File: src/hw/rtl/ultrasonic_ranger_trimmed_mean_defines.svh
// assertion macros used by the ranger top module
`ifndef ULTRASONIC_RANGER_TRIMMED_MEAN_DEFINES_SVH
`define ULTRASONIC_RANGER_TRIMMED_MEAN_DEFINES_SVH

// same-cycle implication, clocked on clk_i, off during reset
`define URTM_ASSERT_IMP(lbl, ante, cons) \
  lbl: assert property (@(posedge clk_i) disable iff (!rst_ni) (ante) |-> (cons)) \
    else $error("urtm check failed");

// next-cycle implication, clocked on clk_i, off during reset
`define URTM_ASSERT_NXT(lbl, ante, cons) \
  lbl: assert property (@(posedge clk_i) disable iff (!rst_ni) (ante) |=> (cons)) \
    else $error("urtm check failed");

`endif

File: src/hw/rtl/urtm_pkg.sv
package urtm_pkg;

  // sample count default
  localparam int SAMPLES_DEF = 5;

  // register field widths
  localparam int TRIG_W     = 8;
  localparam int TIMEOUT_W  = 16;
  localparam int PRESCALE_W = 4;
  localparam int MAXCNT_W   = 13;
  localparam int GAP_W      = 16;

  // datapath widths
  localparam int TICK_W   = 16;
  localparam int TICK1_W  = TICK_W + 1;
  localparam int SAMPLE_W = 14;
  localparam int TRIM_W   = 15;
  localparam int SCALED_W = 19;
  localparam int DIST_W   = 18;
  localparam int USED_W   = 2;

  // config port widths
  localparam int CFG_IDX_W  = 3;
  localparam int CFG_DATA_W = 16;

  // reciprocal of three, exact for values below 2**21
  localparam int                RECIP_W     = 20;
  localparam int                RECIP_SHIFT = 21;
  localparam logic [RECIP_W-1:0] RECIP3     = 20'd699051;

  // register reset values
  localparam logic [TRIG_W-1:0]     TRIG_RST     = 8'd20;
  localparam logic [TIMEOUT_W-1:0]  TIMEOUT_RST  = 16'd20000;
  localparam logic [PRESCALE_W-1:0] PRESCALE_RST = 4'd10;
  localparam logic [MAXCNT_W-1:0]   MAXCNT_RST   = 13'd5000;
  localparam logic [GAP_W-1:0]      GAP_RST      = 16'd10000;

  // register indexes
  typedef enum logic [CFG_IDX_W-1:0] {
    REG_TRIGGER_TICKS  = 3'd0,
    REG_ECHO_TIMEOUT   = 3'd1,
    REG_COUNT_PRESCALE = 3'd2,
    REG_MAX_COUNT      = 3'd3,
    REG_GAP_TICKS      = 3'd4
  } cfg_reg_e;

  // controller to datapath
  typedef struct packed {
    logic in_ready;
    logic out_load_tick;
    logic out_load_done;
    logic out_trig;
    logic out_busy;
    logic tick_clr;
    logic tick_inc;
    logic idx_clr;
    logic cnt_step;
    logic cnt_restart;
    logic store_en;
    logic store_count;
    logic sweep_start;
    logic sweep_rd;
    logic scale_en;
    logic div_en;
  } urtm_cmd_t;

  // datapath to controller
  typedef struct packed {
    logic in_valid;
    logic out_free;
    logic start;
    logic echo;
    logic trig_end;
    logic timeout;
    logic gap_end;
    logic last_sample;
    logic count_end;
    logic sweep_last;
  } urtm_status_t;

endpackage

File: src/hw/rtl/urtm_ctrl.sv
module urtm_ctrl import urtm_pkg::*; (
  input  logic         clk_i,
  input  logic         rst_ni,
  input  urtm_status_t status_i,
  output urtm_cmd_t    cmd_o
);

  typedef enum logic [9:0] {
    ST_IDLE  = 10'b0000000001,
    ST_TRIG  = 10'b0000000010,
    ST_WAIT  = 10'b0000000100,
    ST_COUNT = 10'b0000001000,
    ST_GAP   = 10'b0000010000,
    ST_SWEEP = 10'b0000100000,
    ST_DRAIN = 10'b0001000000,
    ST_SCALE = 10'b0010000000,
    ST_DIV   = 10'b0100000000,
    ST_EMIT  = 10'b1000000000
  } state_e;

  state_e state_q, state_d;
  logic   tick_state;
  logic   fire;

  // tick phases take one word per cycle while res_o has room, the filter states hold the input
  assign tick_state = (state_q == ST_IDLE) || (state_q == ST_TRIG) || (state_q == ST_WAIT) ||
                      (state_q == ST_COUNT) || (state_q == ST_GAP);

  // next state and commands
  always_comb begin
    state_d = state_q;
    cmd_o   = '0;
    cmd_o.in_ready    = tick_state && status_i.out_free;
    cmd_o.cnt_restart = (state_q == ST_WAIT);
    cmd_o.out_trig    = (state_q == ST_TRIG);
    cmd_o.out_busy    = (state_q != ST_IDLE);
    fire = cmd_o.in_ready && status_i.in_valid;
    unique case (state_q)
      ST_IDLE: begin
        if (fire) begin
          cmd_o.out_load_tick = 1'b1;
          if (status_i.start) begin
            cmd_o.tick_clr = 1'b1;
            cmd_o.idx_clr  = 1'b1;
            state_d        = ST_TRIG;
          end
        end
      end
      ST_TRIG: begin
        if (fire) begin
          cmd_o.out_load_tick = 1'b1;
          if (status_i.trig_end) begin
            cmd_o.tick_clr = 1'b1;
            state_d        = ST_WAIT;
          end else begin
            cmd_o.tick_inc = 1'b1;
          end
        end
      end
      ST_WAIT: begin
        if (fire) begin
          cmd_o.out_load_tick = 1'b1;
          if (status_i.echo) begin
            cmd_o.cnt_step = 1'b1;
            if (status_i.count_end) begin
              cmd_o.store_en    = 1'b1;
              cmd_o.store_count = 1'b1;
              cmd_o.tick_clr    = 1'b1;
              state_d           = ST_GAP;
            end else begin
              state_d = ST_COUNT;
            end
          end else if (status_i.timeout) begin
            cmd_o.store_en = 1'b1;
            cmd_o.tick_clr = 1'b1;
            state_d        = ST_GAP;
          end else begin
            cmd_o.tick_inc = 1'b1;
          end
        end
      end
      ST_COUNT: begin
        if (fire) begin
          cmd_o.out_load_tick = 1'b1;
          cmd_o.cnt_step      = 1'b1;
          if (status_i.count_end) begin
            cmd_o.store_en    = 1'b1;
            cmd_o.store_count = 1'b1;
            cmd_o.tick_clr    = 1'b1;
            state_d           = ST_GAP;
          end
        end
      end
      ST_GAP: begin
        if (fire) begin
          if (status_i.gap_end) begin
            cmd_o.tick_clr = 1'b1;
            if (status_i.last_sample) begin
              cmd_o.sweep_start = 1'b1;
              state_d           = ST_SWEEP;
            end else begin
              cmd_o.out_load_tick = 1'b1;
              state_d             = ST_TRIG;
            end
          end else begin
            cmd_o.out_load_tick = 1'b1;
            cmd_o.tick_inc      = 1'b1;
          end
        end
      end
      ST_SWEEP: begin
        cmd_o.sweep_rd = 1'b1;
        if (status_i.sweep_last) begin
          state_d = ST_DRAIN;
        end
      end
      ST_DRAIN: begin
        state_d = ST_SCALE;
      end
      ST_SCALE: begin
        cmd_o.scale_en = 1'b1;
        state_d        = ST_DIV;
      end
      ST_DIV: begin
        cmd_o.div_en = 1'b1;
        state_d      = ST_EMIT;
      end
      ST_EMIT: begin
        if (status_i.out_free) begin
          cmd_o.out_load_done = 1'b1;
          cmd_o.out_busy      = 1'b1;
          state_d             = ST_IDLE;
        end
      end
      default: begin
        state_d = ST_IDLE;
      end
    endcase
  end

  // state register
  always_ff @(posedge clk_i or negedge rst_ni) begin
    if (!rst_ni) begin
      state_q <= ST_IDLE;
    end else begin
      state_q <= state_d;
    end
  end

endmodule

File: config.mk
export PLATFORM = sky130hd
export DESIGN_NAME = urtm_ctrl
export DESIGN_NICKNAME = d
export VERILOG_FILES = /design/src/hw/rtl/ultrasonic_ranger_trimmed_mean_defines.svh /design/src/hw/rtl/urtm_pkg.sv /design/src/hw/rtl/urtm_ctrl.sv
export SDC_FILE = /design/constraint.sdc
export NUM_CORES = 1
export LEC_CHECK = 0
export BUFFER_PORTS_ARGS = -buffer_cell sky130_fd_sc_hd__buf_2
export CAP_MARGIN = 20
export CORE_ASPECT_RATIO = 1.2
export CORE_MARGIN = 2
export CORE_UTILIZATION = 49
export CTS_CLUSTER_DIAMETER = 80
export DETAILED_ROUTE_END_ITERATION = 16
export PLACE_DENSITY_LB_ADDON = 0.12
export SLEW_MARGIN = 0
export SYNTH_ARGS = -nofsm -noshare
export SYNTH_HDL_FRONTEND = slang
export SYNTH_SLANG_ARGS = --single-unit
File: constraint.sdc
create_clock -name clk_i -period 2.7 [get_ports clk_i]
set_input_delay 0.405 -clock clk_i [delete_from_list [all_inputs] [get_ports clk_i]]
set_output_delay 0.405 -clock clk_i [all_outputs]
set_load 0.03 [all_outputs]
# After elaboration in Yosys (flattened, before gate mapping)
# Index checks and enable logic that the tools add are counted.
# totals
elab_cells	91
register_bits	10
# op_classes
mux	59
reduce_logical	8
eq_ne	23
# ops
cell	count
2-to-1 mux 10 bit	13
one-hot mux 10 bit (10 select lines)	1
2-to-1 mux 1 bit	32
!= test 2 bit, second input constant	9
2-to-1 mux 2 bit	6
AND reduction 12 bit	1
== test 10 x 1 -> 1 bit, second input constant	1
== test 10 bit, second input constant	1
== test 10 x 2 -> 1 bit, second input constant	1
== test 10 x 3 -> 1 bit, second input constant	1
== test 10 x 4 -> 1 bit, second input constant	1
== test 10 x 5 -> 1 bit, second input constant	1
== test 10 x 6 -> 1 bit, second input constant	1
== test 10 x 7 -> 1 bit, second input constant	1
== test 10 x 8 -> 1 bit, second input constant	1
== test 10 x 9 -> 1 bit, second input constant	1
!= test 10 x 1 -> 1 bit, second input constant	1
2-to-1 mux 6 bit	1
2-to-1 mux 5 bit	1
one-hot mux 1 bit (5 select lines)	1
logical OR 1 bit	4
!= test 2 x 1 -> 1 bit, second input constant	2
one-hot mux 1 bit (2 select lines)	2
one-hot mux 2 bit (2 select lines)	1
other kinds (4)	5

# Longest topological paths before layout
# Gate-level depths: netlist of run 1.
# logic_depth
word_depth	9
mapped_depth	6
depth_no_buf	5

# Least setup slack after synthesis of run 1
# No wires, ideal clock.
# synth_path
path_type	register -> output
from	register state_q[2]
to	output port cmd_o[10] (netlist bit)
stages_incl_launch_ff	7
setup_slack_ns	-0.297
path_buffers	1
arrival_ns	2.592
t_required_ns	2.295
path_cell_list	dfrtp_1 buf_6 or4b_1 nor3_1 a221o_1 a21oi_1 o22ai_1
# synth_lines
item	line	source
start, declared	urtm_ctrl.sv:21	state_e state_q, state_d;
start signal, assigned	urtm_ctrl.sv:146	state_q <= state_d;
end, declared	urtm_ctrl.sv:5	output urtm_cmd_t cmd_o

==> results.py, run 1 <==
metrics = {
    "routing": {
        "wire_per_inst_um": 14.6,
        "viasPerCell": 5.86,
        "route.antenna.remaining_nets": 0,
        "drtIter0Drc": 19,
        "wl_um": 2230,
        "route.detailed.drc": 0,
        "dr_total_vias": 897,
        "drt_pass1_iterations": 4,
    },
    "power_and_ir_drop": {
        "power_mw": 0.811,
        "cellLeakagePower_nw": 0.570,
        "p_sw_mw": 0.355,
        "share_comb_of_total_power": 0.620,
        "intPower_mw": 0.456,
        "ir_worst_vdd_uv": 518,
        "p_sw_frac": 0.438,
        "seqPwrFrac": 0.254,
        "p_clk_frac": 0.127,
        "power_per_cell_area_nw_per_um2": 673,
    },
    "cells_and_area": {
        "regArea_um2": 259,
        "reg_top3": "state_q x10",
        "largest_register": "state_q",
        "largest_reg_flops": 10,
        "n_antenna_cell": 0,
        "fillerInstances": 136,
        "multi_input_area_um2": 632,
        "fin_cells": 153,
        "finalInstanceArea_um2": 1200,
        "syn_to_final_growth_pct": 39.2,
        "nNetsFinal": 148,
        "layout-drive-gt1-share": 0.511,
    },
    "synthesis": {
        "async_reset_ff_frac": 1.00,
        "synth_ff_type": "dfrtp_1",
        "synth_warnings": 0,
        "yosysMostFrequentCell": "nor2_1",
        "netlist.area_leader.share": 0.260,
        "postSynthCellCount": 94,
        "syn-mean-instance-area_um2": 9.21,
        "synth_top_cell_by_area": "dfrtp_1",
        "syn_nets": 106,
        "synth_seq_cells": 10,
        "synth_edf_count": 0,
        "synth_area_leaders": "dfrtp_1, nor2_1, nor4b_1",
        "yosysSeqAreaShare": 0.290,
        "syn_area_um2": 866,
        "synth_cell_types": 41,
        "synth_commonest_cells": "nor2_1, dfrtp_1, inv_1, nand3_1",
    },
    "grt": {
        "grt_pass1_vias": 864,
        "antenna_found_initial": 0,
        "grt_max_degree": 11,
        "overflow": 0,
        "grt_pass1_wl_um": 3750,
        "track_usage": 0.229,
    },
    "clock_tree": {
        "cts_buffers": 3,
        "clockRootBuffer": "clkbuf_4",
        "htree_levels": 1,
        "cts_tree": "done",
        "clk_latency_ps": 260,
        "cts_sinks": 10,
        "clock_path_buffers": 2,
        "clk_pin_slew_ps": 60,
    },
    "floorplan": {
        "rows": 16,
        "floorplan.die.width_um": 42.4,
        "num_io_pins": 28,
        "core_um2": 1640,
        "die_h_um": 50.1,
        "dieArea_um2": 2120,
        "start_util": 0.527,
    },
    "timing": {
        "skew_ps": 8.18,
        "slew_headroom": 0.634,
        "tns_ps": 0,
        "rsz0062_at_grt": "true",
        "fmax_ghz": 0.381,
        "drv_slew": 0,
        "fin_crit_sh": 0.971,
        "setup_slack_ps": 77.3,
        "finalCriticalPeriod_ps": 2620,
        "final-hold-violation-count": 0,
        "setup_viol": 0,
        "worst_pin_slew_ps": 546,
    },
    "worst_setup_path": {
        "setup.worst_path.end_class": "output port",
        "crit_required_ps": 2300,
        "critPathKind": "reg2out",
        "start_kind": "register",
        "critPathLaunch": "state_q[3]$_DFFE_PN0P_",
        "crit_arrival_ps": 2220,
        "worstPathMaxFanout": 8,
        "r2r-start": "state_q[2]$_DFFE_PN0P_",
    },
    "placed_design": {
        "dp_hpwl_um": 1640,
        "port_buffers": 27,
        "place_area_um2": 1040,
        "dp.cells": 141,
        "place_congestion": 0.820,
        "pre_cts_ws_ps": 275,
    },
    "min_path": {
        "hold_class": "in2reg",
        "hp-start": "status_i[8]",
    },
    "outcome": {
        "outcome": "finished, final reports clean",
    },
    "run": {
        "cap_violations": 0,
    },
}
cells by family after synthesis:
family                    share of synthesized area
buffers and inverters                        0.0520
AOI/OAI and AO/OA                             0.202
muxes                                        0.0390
DFF                                           0.290
xor gates and xnor gates                     0.0202
and+or+nand+nor                               0.396
cells in the final DEF, fill, tap and decap left out, types with 2 or more instances in the layout:
cell and instances:
a21oi_1 2, a21oi_2 2, and2_1 2, buf_2 21, buf_4 16, clkbuf_4 4, dfrtp_1 3, dfrtp_2 6
inv_1 6, mux2_1 3, nand2_1 3, nand2b_1 3, nand3_1 5, nand4b_1 2, nor2_1 11, nor3_1 2
nor3b_1 3, nor4_2 2, nor4b_1 3, o22ai_1 2, or4_4 2, or4b_4 2
metrics by stage:
stage	utilization	hold slack [ps]
6_report	0.734	459
5_1_grt	0.734	488
4_1_cts	0.661	443
3_5_place_dp	0.634	268
3_3_place_gp	0.634	267
2_1_floorplan	-	109
final timing paths:
kind                                           to  slack [ps]  cells after the start
min in group asynchronous  state_q[7]$_DFFE_PN0P_         510                      2
max in group asynchronous  state_q[0]$_DFFE_PN1P_        1930                      2
max                                      cmd_o[9]          80                      6
max reg2reg                state_q[1]$_DFFE_PN0P_         410                      5
min                        state_q[9]$_DFFE_PN0P_         460                      2
min reg2reg                state_q[1]$_DFFE_PN0P_         560                      1
metal layers:
layer  vias up  track usage  wire, µm
met5         -            0         0
met4         0        0.141        44
met3         5       0.0366       174
met2        37        0.395      1120
met1       418        0.259       893
li1        437            -         -
worst max-delay path, cell delays in order, from the launching register on:
cell and delay (ps):
dfrtp_2 450, or4b_4 520, buf_4 150, o32a_4 310, o22ai_4 170, nor2b_1 150
buf_2 200
cell type report:
class	instances	area share
Multi-Input combinational cell	76	0.524
Tap cell	18	0.0187
Clock buffer	4	0.0218
Sequential cell	10	0.215
Timing Repair Buffer	39	0.201
Inverter	6	0.0187
power by group through the flow:
stage	clock network, mW	logic [mW]	registers (mW)
after floorplan	0	0.328	0.197
after global routing	0.118	0.542	0.210
after detailed placement	0	0.434	0.209
after CTS	0.107	0.437	0.206
final	0.103	0.502	0.206
after global placement	0	0.434	0.208
what timing repair did:
action                     4_1_cts  5_1_grt
resized for setup                3       20
buffers inserted                 0        7
hold endpoints to repair         9        0
gates cloned                     0        0
pin swaps                        0        5
hold buffers                     1        0
setup endpoints to repair        3        6
(Power assumes the default switching activity.)
==> inputs of run 2 (changes only) <==
--- a/config.mk
+++ b/config.mk
@@ -13,6 +13,7 @@
 export CTS_CLUSTER_DIAMETER = 80
 export DETAILED_ROUTE_END_ITERATION = 16
 export PLACE_DENSITY_LB_ADDON = 0.12
+export RECOVER_POWER = 100
 export SLEW_MARGIN = 0
 export SYNTH_ARGS = -nofsm -noshare
 export SYNTH_HDL_FRONTEND = slang
==> constraint.sdc (replaced) <==
create_clock -name clk_i -period 2.7 [get_ports clk_i]
set_input_delay 0.405 -clock clk_i [delete_from_list [all_inputs] [get_ports clk_i]]
set_output_delay 0.405 -clock clk_i [all_outputs]
set_load 0.005 [all_outputs]
==> run 2 against run 1 <==
Net effect: cell area is 8.2% lower; critical path depth down 2; sequential share of layout area rose by 1.8 points; largest power group unchanged; highest routed layer unchanged.
==> results.py, run 2 (synthesis gave the netlist of run 1 again) <==
metrics = {
    "routing": {
        "drt_pass1_iterations": 4,
        "wire_per_inst_um": 14.5,
        "route.antenna.remaining_nets": 0,
        "viasPerCell": 5.80,
        "route.detailed.drc": 0,
        "dr_total_vias": 858,
        "wl_um": 2150,
        "drtIter0Drc": 12,
    },
    "grt": {
        "grt_max_degree": 11,
        "grt_pass1_wl_um": 3590,
        "grt_pass1_vias": 826,
        "track_usage": 0.216,
        "antenna_found_initial": 0,
        "overflow": 0,
    },
    "clock_tree": {
        "htree_levels": 1,
        "clock_path_buffers": 2,
        "cts_buffers": 3,
        "cts_sinks": 10,
        "cts_tree": "done",
        "clk_latency_ps": 260,
        "clockRootBuffer": "clkbuf_4",
        "clk_pin_slew_ps": 70,
    },
    "power_and_ir_drop": {
        "intPower_mw": 0.436,
        "seqPwrFrac": 0.289,
        "p_clk_frac": 0.140,
        "p_sw_mw": 0.283,
        "p_sw_frac": 0.394,
        "power_per_cell_area_nw_per_um2": 650,
        "ir_worst_vdd_uv": 557,
        "cellLeakagePower_nw": 0.531,
        "share_comb_of_total_power": 0.570,
    },
    "cells_and_area": {
        "nNetsFinal": 143,
        "largest_register": "state_q",
        "syn_to_final_growth_pct": 27.7,
        "layout_common_cells": "buf_2, nor2_1, inv_1, nand3_1",
        "layout-drive-gt1-share": 0.423,
        "largest_reg_flops": 10,
        "reg_top3": "state_q x10",
        "n_antenna_cell": 0,
        "layout_commonest_cell": "buf_2",
    },
    "timing": {
        "fmax_ghz": 0.386,
        "finalCriticalPeriod_ps": 2590,
        "final-hold-violation-count": 0,
        "setup_slack_ps": 109,
        "hold-worst-slack_ps": 446,
        "slew_headroom": 0.653,
        "fin_crit_sh": 0.960,
        "setup_viol": 0,
        "skew_ps": 12.8,
        "drv_slew": 0,
        "worst_pin_slew_ps": 521,
    },
    "worst_setup_path": {
        "crit_arrival_ps": 2190,
        "r2r_cells": 6,
        "setup.worst_path.end_class": "output port",
        "r2r-start": "state_q[3]$_DFFE_PN0P_",
        "reg2reg_to": "state_q[2]$_DFFE_PN0P_",
        "ff2ff_setup_slack_ps": 410,
        "critPathKind": "reg2out",
        "worstPathMaxFanout": 6,
        "start_kind": "register",
        "crit_required_ps": 2300,
    },
    "min_path": {
        "hold_class": "in2reg",
        "min_delay_path_depth": 2,
        "min_to": "state_q[9]$_DFFE_PN0P_",
        "hp-start": "status_i[8]",
    },
    "floorplan": {
        "dieArea_um2": 2120,
        "core_um2": 1640,
        "start_util": 0.527,
        "rows": 16,
        "num_io_pins": 28,
        "die_h_um": 50.1,
        "floorplan.die.width_um": 42.4,
    },
    "placed_design": {
        "port_buffers": 27,
        "dp_hpwl_um": 1630,
        "pre_cts_ws_ps": 339,
        "place_congestion": 0.854,
    },
    "run": {
        "cap_violations": 0,
    },
    "outcome": {
        "outcome": "finished, final reports clean",
    },
}
run 2: cell count changes in the layout (fill, tap and decap cells not counted), sizes merged:
cell	previous run	this run
clkbuf	5	6
buf	37	31
run 2: worst max path at each step:
stage / slack, ps / from / endpoint / depth (start not counted)
finish: 110 / state_q[9]$_DFFE_PN0P_ / cmd_o[1] / 4
global route: -0.6 / state_q[9]$_DFFE_PN0P_ / cmd_o[10] / 6
CTS: 30 / state_q[8]$_DFFE_PN0P_ / cmd_o[4] / 5
detailed placement: 340 / state_q[8]$_DFFE_PN0P_ / cmd_o[4] / 6
global placement: 380 / state_q[8]$_DFFE_PN0P_ / cmd_o[10] / 6
floorplan: 530 / state_q[8]$_DFFE_PN0P_ / cmd_o[4] / 4
run 2: cell type report:
type | count | area [µm²]
Clock buffer | 4 | 26.3
Tap cell | 18 | 22.5
Timing Repair Buffer | 34 | 185
Sequential cell | 10 | 258
Inverter | 6 | 22.5
Multi-Input combinational cell | 76 | 592
Fill cell | 157 | 536
run 2: routing by layer:
layer  GRT usage  wire length, µm  vias to the layer above
li1            -                -                      434
met1       0.284              921                      387
met2       0.351             1060                       31
met3      0.0440              133                        6
met4      0.0729               28                        0
met5           0                0                        -
run 2: what timing repair did:
item	4_1_cts	5_1_grt
resized for setup	0	9
hold buffers	1	0
buffers inserted	0	3
endpoints found under the hold margin	9	0
setup endpoints to repair	0	4
run 2: metrics by stage:
| stage | TNS (ps) | instances | utilization | power (mW) | area (µm²) |
|---|---|---|---|---|---|
| 3_3_place_gp | 0 | 140 | 0.623 | 0.577 | 1020 |
| 4_1_cts | 0 | 145 | 0.646 | 0.689 | 1060 |
| 5_1_grt | -0.637 | 148 | 0.674 | 0.767 | 1110 |
| 2_1_floorplan | 0 | 94 | - | 0.464 | 866 |
| 3_5_place_dp | 0 | 140 | 0.623 | 0.583 | 1020 |
| 6_report | 0 | 148 | 0.674 | 0.719 | 1110 |
run 2: power groups by stage:
| stage | Sequential (mW) | Clock [mW] | Combinational (mW) |
|---|---|---|---|
| after floorplan | 0.197 | 0 | 0.266 |
| after global placement | 0.209 | 0 | 0.368 |
| after detailed placement | 0.211 | 0 | 0.372 |
| after CTS | 0.208 | 0.107 | 0.374 |
| after global routing | 0.211 | 0.111 | 0.445 |
| final | 0.208 | 0.101 | 0.410 |
run 2: worst max-delay path, stage by stage (launching register included):
cell and delay (ps):
dfrtp_2 450, or4_4 580, or4b_1 570, nor3b_1 190, buf_2 130
